`src/rtl/bei_ram.sv`:
```
// Generic single-port-write, registered-read RAM.
module bei_ram #(
  parameter int W     = 32,
  parameter int DEPTH = 128
) (
  input  logic                     clk,
  input  logic                     we,
  input  logic [$clog2(DEPTH)-1:0] waddr,
  input  logic [W-1:0]             wdata,
  input  logic [$clog2(DEPTH)-1:0] raddr,
  output logic [W-1:0]             rdata
);

  logic [W-1:0] mem [DEPTH];

  always_ff @(posedge clk) begin
    if (we) begin
      mem[waddr] <= wdata;
    end
    rdata <= mem[raddr];
  end

endmodule

```
`config.mk`:
```
export PLATFORM = sky130hd
export DESIGN_NAME = bei_ram
export DESIGN_NICKNAME = d
export VERILOG_FILES = /design/src/rtl/bei_ram.sv
export SDC_FILE = /design/constraint.sdc
export NUM_CORES = 2
export LEC_CHECK = 0
export BUFFER_PORTS_ARGS = -buffer_cell sky130_fd_sc_hd__buf_2
export CORE_MARGIN = 1.5
export CORE_UTILIZATION = 50
export CTS_BUF_LIST = sky130_fd_sc_hd__clkbuf_16
export DETAILED_ROUTE_END_ITERATION = 12
export PLACE_DENSITY = 0.67
export SETUP_SLACK_MARGIN = 0.1
export SYNTH_ARGS = -nofsm -noshare
export SYNTH_HDL_FRONTEND = slang
export SYNTH_SLANG_ARGS = --single-unit
```
`constraint.sdc`:
```
create_clock -name clk -period 8.7 [get_ports clk]
set_input_delay 1.74 -clock clk [delete_from_list [all_inputs] [get_ports clk]]
set_output_delay 1.74 -clock clk [all_outputs]
set_load 0.05 [all_outputs]
```
==> run_results.csv <==
group,metric,value,unit
synth,synth_cell_types,17,
synth,synth_top_area_share,78.71,%
critical_path,arrival,5.44,ns
final_layout,nNetsFinal,6435,
drt,drt_pre_antenna_iters,6,
job,max_cap_violations,0,
placement,dpl.hpwl,212900,um
cts,htreeDepth,5,
placement,dp_slack,3.081,ns
hold_path,hold_class,"register to register",
sta,period_share,53.21,%
sta,drv_slew,0,
final_layout,final_cell_count_no_fill,10890,
placement,port_buffers,79,
drt,drc,0,
drt,drt_iter0_drc,11330,
sta,tns,0,ns
placement,gp_congestion,0.8094,
synth,syn_area_per_cell,26.09,um2
synth,synth_ff_type,"edfxtp_1",
final_layout,final_cell_area,0.1769,mm2
sta,hold_viol,0,
cts,cts_tree,"done",
critical_path,startpoint_type,"input port",
cts,path_clk_slew,0.06,ns
floorplan,start_util,50.19,%
synth,synth.top_cells.by_area,"edfxtp_1 (79%), mux4_2 (19%), clkbuf_1 (0.44%)",
grt,grt_usage,25.93,%
synth,synth_compound_area_share,0,%
drt,antenna_left,0,
synth,synth_top_cell_by_area,"edfxtp_1",
sta,relSlewSlack,14.84,%
power_and_ir_drop,max-vdd-ir-drop,0.1902,mV
power_and_ir_drop,power_leakage,54.29,nW
grt,grt_pass1_vias,71830,
grt,grt_busiest_layer,"met2",
power_and_ir_drop,p_per_area,234.7,mW/mm2
synth,synth_top_family_by_area,"multiplexers",
synth,syn-instance-count,5990,
final_layout,drive_gt1_share,35.54,%
cts,cts_buffer_depth,4,
cts,cts_setup_buffers,0,
critical_path,crit_path_max_fanout,88,
outcome,status,"complete, no violations",
sta,skew,0.04430,ns
synth,synth_edf_count,4096,
synth,synthesis.nets,6038,
final_layout,fill_cells,21750,
synth,synth_area,0.1563,mm2
drt,vias_per_cell,6.546,
drt,wire_per_inst,37.45,um
sta,grt_setup_unrepaired,"false",
cts,cts_root_buf,"clkbuf_16",
sta,finalSetupViolCount,0,
floorplan,die_w,562.1,um
grt,grt_max_degree,127,
critical_path,endpoint_kind,"register",
drt,finalWirelength,407800,um
cts,clkLatencyLatePin,0.94,ns
synth,synthXorXnorAreaFrac,0,%
synth,ys_ff_latch,4128,
synth,synth-async-reset-ratio,0,%
synth,yosys_warnings,0,
cts,cts_buffers,409,
drt,vias,71280,
synth,netlist_top_cells_count,"edfxtp_1 (4,096), mux4_2 (1,344), clkbuf_1 (182)",
synth,ys_seq_area_share,79.12,%
critical_path,crit_type,"input port to register",
floorplan,core-area,0.3114,mm2
sta,fmax,216.0,MHz
synth,yosys.area_share.simple,0.4460,%
cts,cts_hold_buf,0,
sta,min_period,4.629,ns
cts,clkSinkCount,4128,
grt,use_met1,37.04,%
synth,yosysMostFrequentCell,"edfxtp_1",
critical_path,r2r_cells,4,
floorplan,io_pins,80,
final_layout,area_delta_synth_final,13.18,%
synth,synth_fa_ha_area_share,0,%
grt,grt_antenna_before_repair,44,
floorplan,dieArea,0.3159,mm2
hold_path,hold_depth,4,
grt,grtUsageMet3,5.945,%
placement,place_inst,10120,
synth,synthMuxAreaShare,19.60,%
sta,tightest_slew,1.277,ns
grt,grt_pass1_wl,565700,um
sta,layout_setup_ws,4.071,ns
floorplan,chipHeight,562.1,um
cts,cts_resized,0,
critical_path,cp.required,9.51,ns
grt,overflow,0,
grt,grtUsageMet2,40.81,%
placement,post_dp_cell_area,0.1637,mm2
floorplan,fp-row-count,205,
[worst max-delay path, stage by stage]
cell and delay [ns]:
buf_12 0.51, buf_12 0.39, buf_12 0.40, mux4_2 0.57, mux4_2 0.52, mux4_2 0.62, mux2_2 0.33
[sequential cells by signal, indices dropped and copies added, names as in the netlist]
name   cells
rdata     32
mem     4096
[cells in the final DEF (no fill, tap or decap), types with 2 or more instances in the layout]
cell,count
buf_12,29
buf_2,41
buf_4,228
buf_8,3
bufinv_16,39
clkbuf_16,414
clkinv_1,97
clkinv_16,4
clkinv_2,77
clkinv_4,5
clkinv_8,6
clkinvlp_4,21
dfxtp_1,32
diode_2,17
edfxtp_1,4096
inv_1,80
inv_16,3
inv_6,10
mux2_2,32
mux4_2,1344
nand2_1,11
nand2_2,3
nand2b_1,2
nand3_1,8
nand3_2,4
nand4_1,3
nor2_1,3
nor2_4,119
nor2b_1,7
nor3_2,9
[cell families after synthesis]
| group | Yosys count |
|---|---|
| multiplexers | 1376 |
| buffers and inverters | 316 |
| AND/OR/NAND/NOR | 170 |
| flip-flops | 4128 |
[final cells by class]
cell class                 instances  area [um2]  area share, %
timing repair buffer             302        2554          1.444
clock inverter                   343        2799          1.583
sequential                      4128      123600          69.91
antenna                           17       42.54        0.02405
tap                             4140        5180          2.929
clock buffer                     414       10360          5.857
multi-input combinational       1546       32290          18.26
[final timing paths]
kind | start | to | slack [ns]
worst max-delay path | raddr[0] | rdata[28] | 4.07
worst min-delay path | mem[79][0] | rdata[0] | 1.13
worst max register to register | mem[55][21] | rdata[21] | 6.07
worst min register to register | mem[79][0] | rdata[0] | 1.13
[report_power, final]
group,internal (mW),switching [mW]
Combinational,0.790,1.37
Clock,9.81,7.47
Sequential,22.0,0.105
Total,32.6,8.94
[layer usage]
layer,routed length (um),up-vias
met3,48270,537
li1,-,27200
met2,196100,4338
met4,11370,22
met1,151900,39190
met5,149,-
[stage by stage]
step | total power, mW | utilization (%) | hold WS [ns]
finish | 41.51 | 56.80 | 1.126
global route | 42.52 | 56.79 | 1.166
CTS | 41.70 | 56.79 | 1.122
detailed placement | 24.65 | 52.56 | 1.123
global placement | 24.61 | 52.56 | 1.111
floorplan | 23.56 | - | 1.074
(Power assumes the default switching activity.)
