<file path="src/rtl/bei_pkg.sv">
// Types, codes and constants of the breakpoint envelope interpolator.
package bei_pkg;

  localparam int MAX_POINTS_DEF = 128;
  localparam logic [31:0] MIN_TOTAL = 32'd655360;

  localparam logic [2:0] OP_LOAD    = 3'd0;
  localparam logic [2:0] OP_QUERY   = 3'd1;
  localparam logic [2:0] OP_RESCALE = 3'd2;
  localparam logic [2:0] OP_START   = 3'd3;
  localparam logic [2:0] OP_TICK    = 3'd4;

  typedef struct packed {
    logic [2:0]         opcode;
    logic [31:0]        time_value;
    logic signed [31:0] level;
    logic [7:0]         point_number;
  } req_t;

  typedef struct packed {
    logic signed [31:0] out_level;
    logic [31:0]        segment_time;
    logic               out_of_range;
    logic               final_flag;
  } rsp_t;

  typedef struct packed {
    logic [31:0] a;
    logic [32:0] b;
    logic [31:0] d;
  } md_req_t;

  typedef enum logic [1:0] {
    MD_IDLE,
    MD_MUL,
    MD_DIV
  } md_phase_t;

  typedef enum logic [4:0] {
    S_IDLE,
    S_DROP,
    S_LD_RD,
    S_LD_WR,
    S_Q_TL,
    S_Q_TLD,
    S_Q_DN_RD,
    S_Q_DN_CK,
    S_Q_UP_RD,
    S_Q_UP_CK,
    S_Q_FIN,
    S_Q_OOR,
    S_Q_RD1,
    S_Q_RD2,
    S_Q_MD,
    S_Q_WAIT,
    S_R_DEN,
    S_R_DCK,
    S_R_RD,
    S_R_MD,
    S_R_WAIT,
    S_ST_RD0,
    S_ST_0,
    S_ST_RD1,
    S_ST_1,
    S_TK_RD1,
    S_TK_RD2,
    S_TK_OUT,
    S_EMIT
  } state_t;

  function automatic logic [31:0] time_rst(input logic [1:0] i);
    case (i)
      2'd1:    time_rst = 32'd50 << 16;
      2'd2:    time_rst = 32'd100 << 16;
      default: time_rst = 32'd0;
    endcase
  endfunction

  function automatic logic [31:0] level_rst(input logic [1:0] i);
    case (i)
      2'd1:    level_rst = 32'd65536;
      default: level_rst = 32'd0;
    endcase
  endfunction

endpackage

</file>
<file path="src/rtl/bei_muldiv.sv">
// Bit-serial multiply then restoring divide: q = (a * b) / d.
module bei_muldiv (
  input  logic             clk,
  input  logic             rst,
  input  logic             start,
  input  bei_pkg::md_req_t md_in,
  output logic             done,
  output logic [64:0]      q
);

  bei_pkg::md_phase_t phase, phase_next;
  logic [6:0]  cnt;
  logic [65:0] p;
  logic [31:0] rem;
  logic [31:0] areg;
  logic [31:0] dreg;
  logic [33:0] sum;
  logic [32:0] r2;
  logic        ge;

  assign sum = {1'b0, p[65:33]} + (p[0] ? {2'b0, areg} : 34'd0);
  assign r2  = {rem, p[64]};
  assign ge  = r2 >= {1'b0, dreg};
  assign q   = p[64:0];

  always_comb begin
    phase_next = phase;
    case (phase)
      bei_pkg::MD_IDLE: if (start) phase_next = bei_pkg::MD_MUL;
      bei_pkg::MD_MUL:  if (cnt == 7'd32) phase_next = bei_pkg::MD_DIV;
      bei_pkg::MD_DIV:  if (cnt == 7'd64) phase_next = bei_pkg::MD_IDLE;
      default:          phase_next = bei_pkg::MD_IDLE;
    endcase
  end

  always_ff @(posedge clk) begin
    if (rst) begin
      phase <= bei_pkg::MD_IDLE;
      done  <= 1'b0;
    end else begin
      phase <= phase_next;
      done  <= (phase == bei_pkg::MD_DIV) && (cnt == 7'd64);
    end
  end

  always_ff @(posedge clk) begin
    case (phase)
      bei_pkg::MD_IDLE: begin
        if (start) begin
          areg <= md_in.a;
          dreg <= md_in.d;
          p    <= {33'd0, md_in.b};
          cnt  <= 7'd0;
        end
      end
      bei_pkg::MD_MUL: begin
        p   <= {sum, p[32:1]};
        cnt <= (cnt == 7'd32) ? 7'd0 : cnt + 7'd1;
        rem <= 32'd0;
      end
      bei_pkg::MD_DIV: begin
        rem     <= ge ? 32'(r2 - {1'b0, dreg}) : r2[31:0];
        p[64:0] <= {p[63:0], ge};
        cnt     <= cnt + 7'd1;
      end
      default: begin
        cnt <= 7'd0;
      end
    endcase
  end

endmodule

</file>
<file path="config.mk">
export PLATFORM = sky130hd
export DESIGN_NAME = bei_muldiv
export DESIGN_NICKNAME = d
export VERILOG_FILES = /design/src/rtl/bei_pkg.sv /design/src/rtl/bei_muldiv.sv
export SDC_FILE = /design/constraint.sdc
export NUM_CORES = 1
export LEC_CHECK = 0
export BUFFER_PORTS_ARGS = -buffer_cell sky130_fd_sc_hd__buf_4
export CORE_ASPECT_RATIO = 0.7
export CORE_UTILIZATION = 49
export DETAILED_ROUTE_END_ITERATION = 8
export GPL_TIMING_DRIVEN = 0
export PLACE_DENSITY = 0.81
export SLEW_MARGIN = 10
export SYNTH_ARGS = -nofsm -noshare
export SYNTH_HDL_FRONTEND = slang
export SYNTH_SLANG_ARGS = --single-unit
</file>
<file path="constraint.sdc">
create_clock -name clk -period 9.96 [get_ports clk]
set_input_delay 1.494 -clock clk [delete_from_list [all_inputs] [get_ports clk]]
set_output_delay 1.494 -clock clk [all_outputs]
set_load 0.03 [all_outputs]
</file>
==> metrics.csv, run 1 <==
stage,metric,value,unit
outcome,status,completed,
global_route,global-route wire length before repair,43200,um
floorplan,FP Rows,45,
yosys,largest cells by area after synthesis,"edfxtp_1, ha_1, buf_4, a21oi_1, nor2_1",
pwr,Leak,0.00562,uW
placement,placer congestion estimate,0.927,
route,Routed WL,27100,um
worst_hold_path,hold path startpoint,phase[0],
sta,RSZ-0062 raised after global routing,false,
flow_run,max_cap viols,0,
global_route,vias in the first global route,8373,
yosys,async set or reset register ratio after synthesis,0,%
placement,pre-CTS setup slack,6.03,ns
sta,hold slack,0.500,ns
floorplan,Initial Util,50.4,%
yosys,Post-synth EDFFs,169,
final_layout,share of cells above drive strength 1,22.6,%
clock_tree,clock sinks,172,
yosys,syn_area_per_cell,10.1,um^2
clock_tree,H-tree Lvls,4,
sta,slew margin rel.,47.9,%
clock_tree,PostCTS Resize Cnt,0,
sta,f_max,250,MHz
floorplan,core area,21900,um^2
setup_path,kind of critical path,register to register,
setup_path,worst reg2reg path startpoint,p[0],
yosys,area share of the largest cell type after synthesis,45.9,%
floorplan,height of the die,128,um
sta,setup ws final,5.96,ns
yosys,Main synth FF type,edfxtp_1,
clock_tree,hold buffer count at cts,0,
sta,final period utilization,40.2,%
pwr,PwrDens,210,nW/um^2
clock_tree,CTS tree,done,
floorplan,num ports,166,
placement,Detailed Place HPWL,20300,um
yosys,sequential share of the synthesized area,46.5,%
final_layout,ANT cells,0,
sta,Final Slew Violations,0,
setup_path,Worst Path Max Fanout,10,
route,ANT nets after route,0,
route,drt via density,5.56,
pwr,Clock power frac,22.8,%
route,Iteration-0 DRC Markers,655,
sta,Final Hold Viols,0,
setup_path,"critical path, cell by cell","clkbuf_1, and2_1, ha_1, inv_1, fa_1, nand2b_1, a21oi_1, o311a_1, a21oi_1, o31a_1, o221ai_1, a31oi_1, xor2_1, o21ai_0",
setup_path,CP most frequent cell,a21oi_1,
floorplan,die area,23200,um^2
clock_tree,"Reg clk slew, reported paths",0.07,ns
global_route,GR Overflow Total,0,
route,via count,8748,
sta,Layout Skew,0.0126,ns
global_route,largest net degree at the start of global routing,52,
setup_path,"slowest stage cell, crit path",edfxtp_1,
route,DRC Markers,0,
setup_path,CP Launch Point,p[0],
pwr,Comb pwr share,40.7,%
setup_path,crit start category,register,
final_layout,synthesis-to-finish area growth,20.7,%
global_route,initial antenna violation count,0,
yosys,Yosys reg bits,172,
pwr,VDD IR max,0.142,mV
pwr,sw frac,36.8,%
pwr,Seq pwr share,36.4,%
sta,crit path time final,4.00,ns
placement,port bufs,165,
setup_path,Crit. End Element,register,
yosys,distinct cell type count after synthesis,71,
setup_path,Critical Path AT,4.17,ns
route,DR WL/cell,17.2,um
yosys,Mapped Area,11000,um^2
pwr,Pint,1770,uW
pwr,Psw,1030,uW
final_layout,# nets final,1450,
clock_tree,CTS Root Cell,clkbuf_16,
setup_path,Crit path largest cell delay,0.61,ns
yosys,Yosys warning count,0,
route,drt pass-1 iters,7,
yosys,syn_nets,1261,
worst_hold_path,worst hold path type,register to register,
yosys,cell taking the most area after synthesis,edfxtp_1,
yosys,post-synthesis instance total,1090,
global_route,Total GRT Usage,23.9,%
clock_tree,postcts setup bufs,0,
clock_tree,total CTS buffers,17,
sta,pin slew with the least headroom to its limit,0.782,ns
clock_tree,insertion delay to the later sink of the worst-skew pair,0.44,ns
floorplan,die width,181,um
setup_path,WP data required,10.13,ns
sta,final setup violating endpoints,0,
final_layout,fillcell total,1790,
clock_tree,clock buffer depth,2,
[cell families after synthesis]
family,synth area share [%]
flops,46.5
simple gates,13.4
xor+xnor,4.60
buf+inv,8.28
fa+ha+maj,8.18
mux,2.37
compound gates,16.7
[registers in the layout (all words and copies together), names as in the netlist]
signal	flops
rem	32
p	66
dreg	32
phase	2
done	1
cnt	7
areg	32
[stage by stage]
step / total power, uW / std cells / utilization (%) / TNS, ns / instance area [um^2]
floorplan: 1840 / 1090 / - / 0 / 11000
CTS: 2810 / 1574 / 60.9 / 0 / 13300
detailed placement: 2160 / 1542 / 58.4 / 0 / 12800
global placement: 2120 / 1537 / 57.7 / -7.63 / 12600
finish: 2800 / 1574 / 60.9 / 0 / 13300
global route: 2960 / 1574 / 60.9 / 0 / 13300
[worst max-delay path, delay by kind of cell, from the launching register on]
kind	cells	cell delay, ns
and+or+nand+nor	2	0.39
adders and majority gates	2	0.54
buffers and inverters	2	0.42
xor gates and xnor gates	1	0.15
DFF	1	0.61
AOI/OAI and AO/OA	7	1.62
[cell type report]
| class | count | area, um^2 | area share, % |
|---|---|---|---|
| Buffer | 111 | 701 | 5.26 |
| Clock buffer | 18 | 429 | 3.22 |
| Clock inverter | 14 | 120 | 0.901 |
| Inverter | 57 | 216 | 1.62 |
| Multi-Input combinational cell | 750 | 5010 | 37.6 |
| Sequential cell | 172 | 5130 | 38.5 |
| Tap cell | 282 | 353 | 2.65 |
| Timing Repair Buffer | 170 | 1370 | 10.3 |
[power groups by stage]
stage	clock network, uW	logic, uW	registers, uW
6_report	641	1140	1020
5_1_grt	683	1250	1030
4_1_cts	650	1140	1020
3_5_place_dp	0	1130	1030
3_3_place_gp	0	1070	1050
2_1_floorplan	0	826	1010
[layer usage]
layer	share of wire, %	vias up	global-route usage [%]	wire [um]
met4	1.6	0	7.38	423
met1	48	4069	34.6	13000
li1	-	4273	-	-
met2	42	370	34.8	11300
met3	9.0	36	6.41	2450
met5	0	-	0	0
[cell usage in the layout, fill, tap and decap left out, types with 7 or more instances in the layout]
cell       count
a21o_1        31
a21oi_1       92
a22oi_1       43
a31oi_1        9
and2_1        37
and3_1        13
buf_4        231
clkbuf_1      36
clkbuf_16     17
edfxtp_1     169
ha_1          68
inv_1         55
mux2i_1       25
nand2_1       70
nand2b_1      10
nand3_1       22
nor2_1       110
nor2b_1        7
nor3_1        15
o21ai_0       37
o21ai_1       12
xnor2_1       35
xor2_1        23
[cells in the mapped netlist (6+ instances only)]
cell and instances:
edfxtp_1 169, nor2_1 110, a21oi_1 92, nand2_1 70
ha_1 69, buf_4 66, inv_1 56, a22oi_1 43
o21ai_0 38, and2_1 37, clkbuf_1 35, xnor2_1 35
a21o_1 31, mux2i_1 25, xor2_1 23, nand3_1 22
nor3_1 15, and3_1 13, o21ai_1 12, nand2b_1 10
a31oi_1 9, nor2b_1 7, nand4_1 6, nor3b_1 6
[worst paths after layout]
path         depth (start not counted)  slack (ns)       end
max reg2reg                         14        5.96     p[60]
min reg2reg                          2        0.50  phase[0]
max                                 14        5.96     p[60]
min                                  2        0.50  phase[0]
(Power assumes the default switching activity.)
==> run 2, diff against run 1 <==
PLACE_DENSITY = 0.84   (was 0.81)
clock period = 3.5 ns   (was 9.96 ns; I/O delays follow)
==> metrics.csv, run 2 (same netlist as run 1, synthesis figures left out) <==
stage,metric,value,unit,change
sta,setup ws final,0.124,ns,-5.84 ns
final_layout,Util after Layout,62.1,%,+1.2 points
final_layout,fillcell total,1791,,+0.056%
final_layout,synthesis-to-finish area growth,23.1,%,
floorplan,die width,181,um,unchanged
floorplan,height of the die,128,um,unchanged
final_layout,Largest register FFs,66,,unchanged
setup_path,"Largest delay share family, worst path",compound AO/OA/AOI/OAI gates,,
setup_path,Crit path largest cell delay,0.44,ns,-0.17 ns
route,Iteration-0 DRC Markers,723,,+10%
sta,Layout Skew,0.0120,ns,-0.000638 ns
global_route,largest net degree at the start of global routing,52,,unchanged
global_route,vias in the first global route,8292,,-0.97%
sta,Final Slew Violations,0,,unchanged
sta,pin slew with the least headroom to its limit,0.820,ns,+0.0382 ns
setup_path,kind of critical path,register to register,,
route,DR WL/cell,17.6,um,+2.0%
floorplan,die area,23200,um^2,unchanged
floorplan,Initial Util,50.4,%,unchanged
route,DRC Markers,0,,unchanged
pwr,VDD IR max,0.360,mV,+150%
floorplan,num ports,166,,unchanged
route,Routed WL,27800,um,+2.5%
placement,Cells after DPL,1541,,-0.065%
clock_tree,CTS tree,done,,
clock_tree,H-tree Lvls,4,,unchanged
final_layout,"commonest cells after routing, fill and taps aside","buf_4, edfxtp_1, nor2_1",,
route,ANT nets after route,0,,unchanged
sta,final period utilization,96.5,%,+56 points
placement,placed instance area,12700,um^2,-0.27%
setup_path,Crit. End Element,register,,
pwr,Leak,0.00573,uW,+1.9%
setup_path,R2R cell count,13,,-1
setup_path,Critical Path AT,3.55,ns,-0.62 ns
setup_path,r2r setup slk,0.12,ns,-5.84 ns
sta,slew margin rel.,45.1,%,-2.8 points
worst_hold_path,worst hold stages,1,,-1
setup_path,WP data required,3.67,ns,-6.46 ns
global_route,Total GRT Usage,24.0,%,+0.080 points
placement,pre-CTS setup slack,-0.493,ns,-6.52 ns
final_layout,"commonest non-fill, non-tap cell in the layout",buf_4,,
setup_path,Buf/Inv on CP,2,,unchanged
route,drt via density,5.63,,+1.2%
outcome,status,completed,,
setup_path,Worst Path Max Fanout,10,,unchanged
placement,port bufs,165,,unchanged
clock_tree,total CTS buffers,17,,unchanged
placement,placer congestion estimate,0.914,,-1.4%
flow_run,max_cap viols,0,,unchanged
sta,crit path time final,3.38,ns,-0.624 ns
setup_path,crit start category,register,,
global_route,global-route wire length before repair,43300,um,+0.25%
clock_tree,hold buffer count at cts,0,,unchanged
global_route,GR Overflow Total,0,,unchanged
pwr,PwrDens,611,nW/um^2,+190%
clock_tree,clock buffer depth,2,,unchanged
route,via count,8902,,+1.8%
sta,final setup violating endpoints,0,,unchanged
floorplan,FP Rows,45,,unchanged
clock_tree,CTS Root Cell,clkbuf_16,,
global_route,initial antenna violation count,1,,+1
sta,Final Hold Viols,0,,unchanged
route,drt pass-1 iters,5,,-2
final_layout,share of cells above drive strength 1,25.0,%,+2.4 points
placement,Detailed Place HPWL,20000,um,-1.2%
clock_tree,clock sinks,172,,unchanged
setup_path,"critical path, cell by cell","buf_4, clkbuf_2, and2_1, ha_1, nand3_1, o2111ai_2, a211oi_4, o31a_1, o31ai_2, a21o_1, a21oi_1, xor2_1, o21ai_1",,
setup_path,"slowest stage cell, crit path",edfxtp_1,,
clock_tree,insertion delay to the later sink of the worst-skew pair,0.44,ns,about the same
floorplan,core area,21900,um^2,unchanged
clock_tree,"Reg clk slew, reported paths",0.07,ns,about the same
pwr,Tot Pwr,8310,uW,+200%
sta,f_max,296,MHz,+18%
final_layout,post-route cell area,13600,um^2,+2.0%
final_layout,final std cells w/o fill,1582,,+0.51%
setup_path,critical path depth in cells,13,,-1
final_layout,# nets final,1458,,+0.55%
final_layout,Biggest register,p,,
worst_hold_path,worst hold path type,primary input to register,,
-- run 2: cell type report --
class | instances | area, um^2 | share of cell area (%)
multi-input cells | 750 | 5160 | 37.9
flip-flops and latches | 172 | 5130 | 37.8
repair buffers | 179 | 1410 | 10.4
plain buffers | 110 | 707 | 5.20
clock buffers | 17 | 425 | 3.13
well taps | 282 | 353 | 2.59
inverters | 57 | 216 | 1.59
clock inverters | 14 | 194 | 1.43
diodes | 1 | 2.50 | 0.0184
-- run 2: per-layer routing --
layer  global-route usage, %  routed length (um)  vias to the layer above
li1                        -                   -                     4292
met1                    34.3               13000                     4213
met2                    35.4               11800                      364
met3                    6.47                2530                       33
met4                    7.33                 463                        0
met5                       0                   0                        -
-- run 2: repair_timing --
item,4_1_cts,5_1_grt
setup buffers,4,6
pin swaps,3,8
setup endpoints to repair,15,15
gates resized for setup,16,17
-- run 2: through the flow --
step | TNS (ns) | hold WS [ns]
2_1_floorplan | 0 | 0.465
3_3_place_gp | -75.65 | 0.480
3_5_place_dp | -4.37 | 0.506
4_1_cts | -0.0484 | 0.238
5_1_grt | -0.134 | 0.236
6_report | 0 | 0.256
-- run 2: worst paths after layout --
check | start | end
setup / recovery | p[0] | p[53]
hold / removal | md_in[13] | dreg[13]
setup reg to reg | p[0] | p[53]
hold reg to reg | phase[1] | phase[1]
-- run 2: report_power, final --
| group | switching (uW) | total, uW | internal, uW |
|---|---|---|---|
| Combinational | 1920 | 3360 | 1440 |
| Clock | 851 | 2050 | 1200 |
| Sequential | 231 | 2910 | 2680 |
| Total | 3000 | 8310 | 5310 |
==> run 3, diff against run 2 <==
PLACE_DENSITY = 0.81   (was 0.84)
clock period = 4 ns   (was 3.5 ns; I/O delays follow)
==> metrics.csv, run 3 (same netlist as run 1, synthesis figures left out) <==
stage,metric,value,unit,change
pwr,Tot Pwr,7020,uW,-16%
pwr,Psw,2550,uW,-15%
floorplan,FP Rows,45,,unchanged
placement,Detailed Place HPWL,20300,um,+1.4%
route,DR WL/cell,17.4,um,-0.79%
pwr,VDD IR max,0.300,mV,-17%
clock_tree,"Reg clk slew, reported paths",0.07,ns,about the same
pwr,PwrDens,526,nW/um^2,-14%
global_route,GR Overflow Total,0,,unchanged
route,drt pass-1 iters,6,,+1
floorplan,num ports,166,,unchanged
floorplan,die area,23200,um^2,unchanged
sta,pin slew with the least headroom to its limit,0.723,ns,-0.0973 ns
clock_tree,CTS Root Cell,clkbuf_16,,
global_route,Total GRT Usage,24.1,%,+0.11 points
pwr,sw frac,36.3,%,+0.16 points
final_layout,Util after Layout,61.0,%,-1.1 points
pwr,Pint,4470,uW,-16%
setup_path,Critical Path AT,3.90,ns,+0.35 ns
worst_hold_path,worst hold path type,primary input to register,,
floorplan,height of the die,128,um,unchanged
sta,f_max,268,MHz,-9.5%
pwr,Seq pwr share,36.3,%,+1.3 points
final_layout,"commonest cells after routing, fill and taps aside","buf_4, edfxtp_1, nor2_1",,
flow_run,max_cap viols,0,,unchanged
final_layout,synthesis-to-finish area growth,20.9,%,
sta,Final Slew Violations,0,,unchanged
floorplan,die width,181,um,unchanged
clock_tree,clock sinks,172,,unchanged
clock_tree,CTS tree,done,,
clock_tree,H-tree Lvls,4,,unchanged
setup_path,"slowest stage cell, crit path",edfxtp_1,,
route,Iteration-0 DRC Markers,661,,-8.6%
setup_path,Crit path largest cell delay,0.53,ns,+0.09 ns
clock_tree,insertion delay to the later sink of the worst-skew pair,0.44,ns,about the same
route,ANT nets after route,0,,unchanged
clock_tree,hold buffer count at cts,0,,unchanged
floorplan,core area,21900,um^2,unchanged
route,via count,8892,,-0.11%
route,Routed WL,27500,um,-1.3%
sta,slew margin rel.,51.6,%,+6.5 points
setup_path,Crit. End Element,register,,
placement,port bufs,165,,unchanged
final_layout,Biggest register,p,,
setup_path,kind of critical path,register to register,,
setup_path,Buf/Inv on CP,2,,unchanged
global_route,initial antenna violation count,2,,+1
outcome,status,completed,,
final_layout,Largest register FFs,66,,unchanged
setup_path,crit start category,register,,
global_route,largest net degree at the start of global routing,52,,unchanged
sta,crit path time final,3.73,ns,+0.355 ns
clock_tree,clock buffer depth,2,,unchanged
sta,Layout Skew,0.00755,ns,-0.00445 ns
placement,placer congestion estimate,0.919,,+0.47%
route,DRC Markers,0,,unchanged
sta,Final Hold Viols,0,,unchanged
final_layout,share of cells above drive strength 1,22.8,%,-2.2 points
pwr,Leak,0.00564,uW,-1.5%
pwr,Clock power frac,23.0,%,-1.6 points
setup_path,WP data required,4.16,ns,+0.49 ns
setup_path,Worst Path Max Fanout,10,,unchanged
final_layout,"commonest non-fill, non-tap cell in the layout",buf_4,,
route,drt via density,5.65,,+0.40%
pwr,Comb pwr share,40.7,%,+0.3 points
final_layout,# nets final,1451,,-0.48%
sta,final setup violating endpoints,0,,unchanged
clock_tree,total CTS buffers,17,,unchanged
setup_path,CP most frequent cell,a21oi_1,,
global_route,vias in the first global route,8417,,+1.5%
setup_path,"Largest delay share family, worst path",compound AO/OA/AOI/OAI gates,,
global_route,global-route wire length before repair,43700,um,+0.86%
floorplan,Initial Util,50.4,%,unchanged
setup_path,"critical path, cell by cell","buf_2, and2_1, ha_1, inv_1, fa_1, nand2b_1, a21oi_1, o311a_1, a21oi_1, o31a_1, o21ai_2, a41oi_1, xor2_1, o21ai_0",,
sta,final period utilization,93.3,%,-3.2 points
-- run 3: cell count changes in the layout (fill, tap and decap cells not counted), sizes merged --
cell | previous run | this run
inv | 59 | 58
clkinv | 7 | 5
clkbuf | 50 | 53
bufinv | 4 | 2
clkinvlp | 1 | 2
buf | 256 | 249
-- run 3: path summary, 6_finish.rpt --
kind	start	endpoint	slack, ns	cells past startpoint
worst max-delay path	p[0]	p[58]	0.27	14
worst min-delay path	md_in[11]	dreg[11]	0.33	1
worst max register to register	p[0]	p[58]	0.27	14
worst min register to register	phase[0]	phase[0]	0.52	2
-- run 3: per-stage QoR --
step / cells / hold slack [ns] / TNS (ns) / area (um^2) / worst slack [ns]
floorplan: 1090 / 0.465 / 0 / 11000 / 0.0489
global placement: 1537 / 0.479 / -98.48 / 12600 / -1.52
detailed placement: 1542 / 0.499 / 0 / 12800 / 0.0316
CTS: 1572 / 0.316 / 0 / 13300 / 0.0145
global route: 1573 / 0.312 / -0.00230 / 13300 / -0.00230
finish: 1574 / 0.334 / 0 / 13400 / 0.269
-- run 3: final cells by class --
type	count	area (um^2)
Antenna cell	1	2.50
Sequential cell	172	5130
Multi-Input combinational cell	750	5030
Fill cell	1829	8550
Inverter	57	216
Tap cell	282	353
Clock inverter	10	119
Buffer	110	698
Clock buffer	20	437
Timing Repair Buffer	172	1360
-- run 3: timing repair --
item,CTS,global route
buffers inserted,0,2
gates resized for setup,0,6
endpoints found under the setup margin,0,13
hold endpoints to repair,0,0
-- run 3: per-layer routing --
| layer | track usage, % | vias up | routed length [um] |
|---|---|---|---|
| li1 | - | 4268 | - |
| met1 | 35.1 | 4214 | 13200 |
| met2 | 34.8 | 375 | 11500 |
| met3 | 6.27 | 35 | 2310 |
| met4 | 7.83 | 0 | 427 |
| met5 | 0 | - | 0 |
-- run 3: power groups by stage --
stage	registers, uW	logic, uW	clock network [uW]
global placement	2590	2680	0
floorplan	2510	2060	0
detailed placement	2570	2800	0
finish	2550	2860	1620
global route	2570	3100	1730
CTS	2540	2820	1650
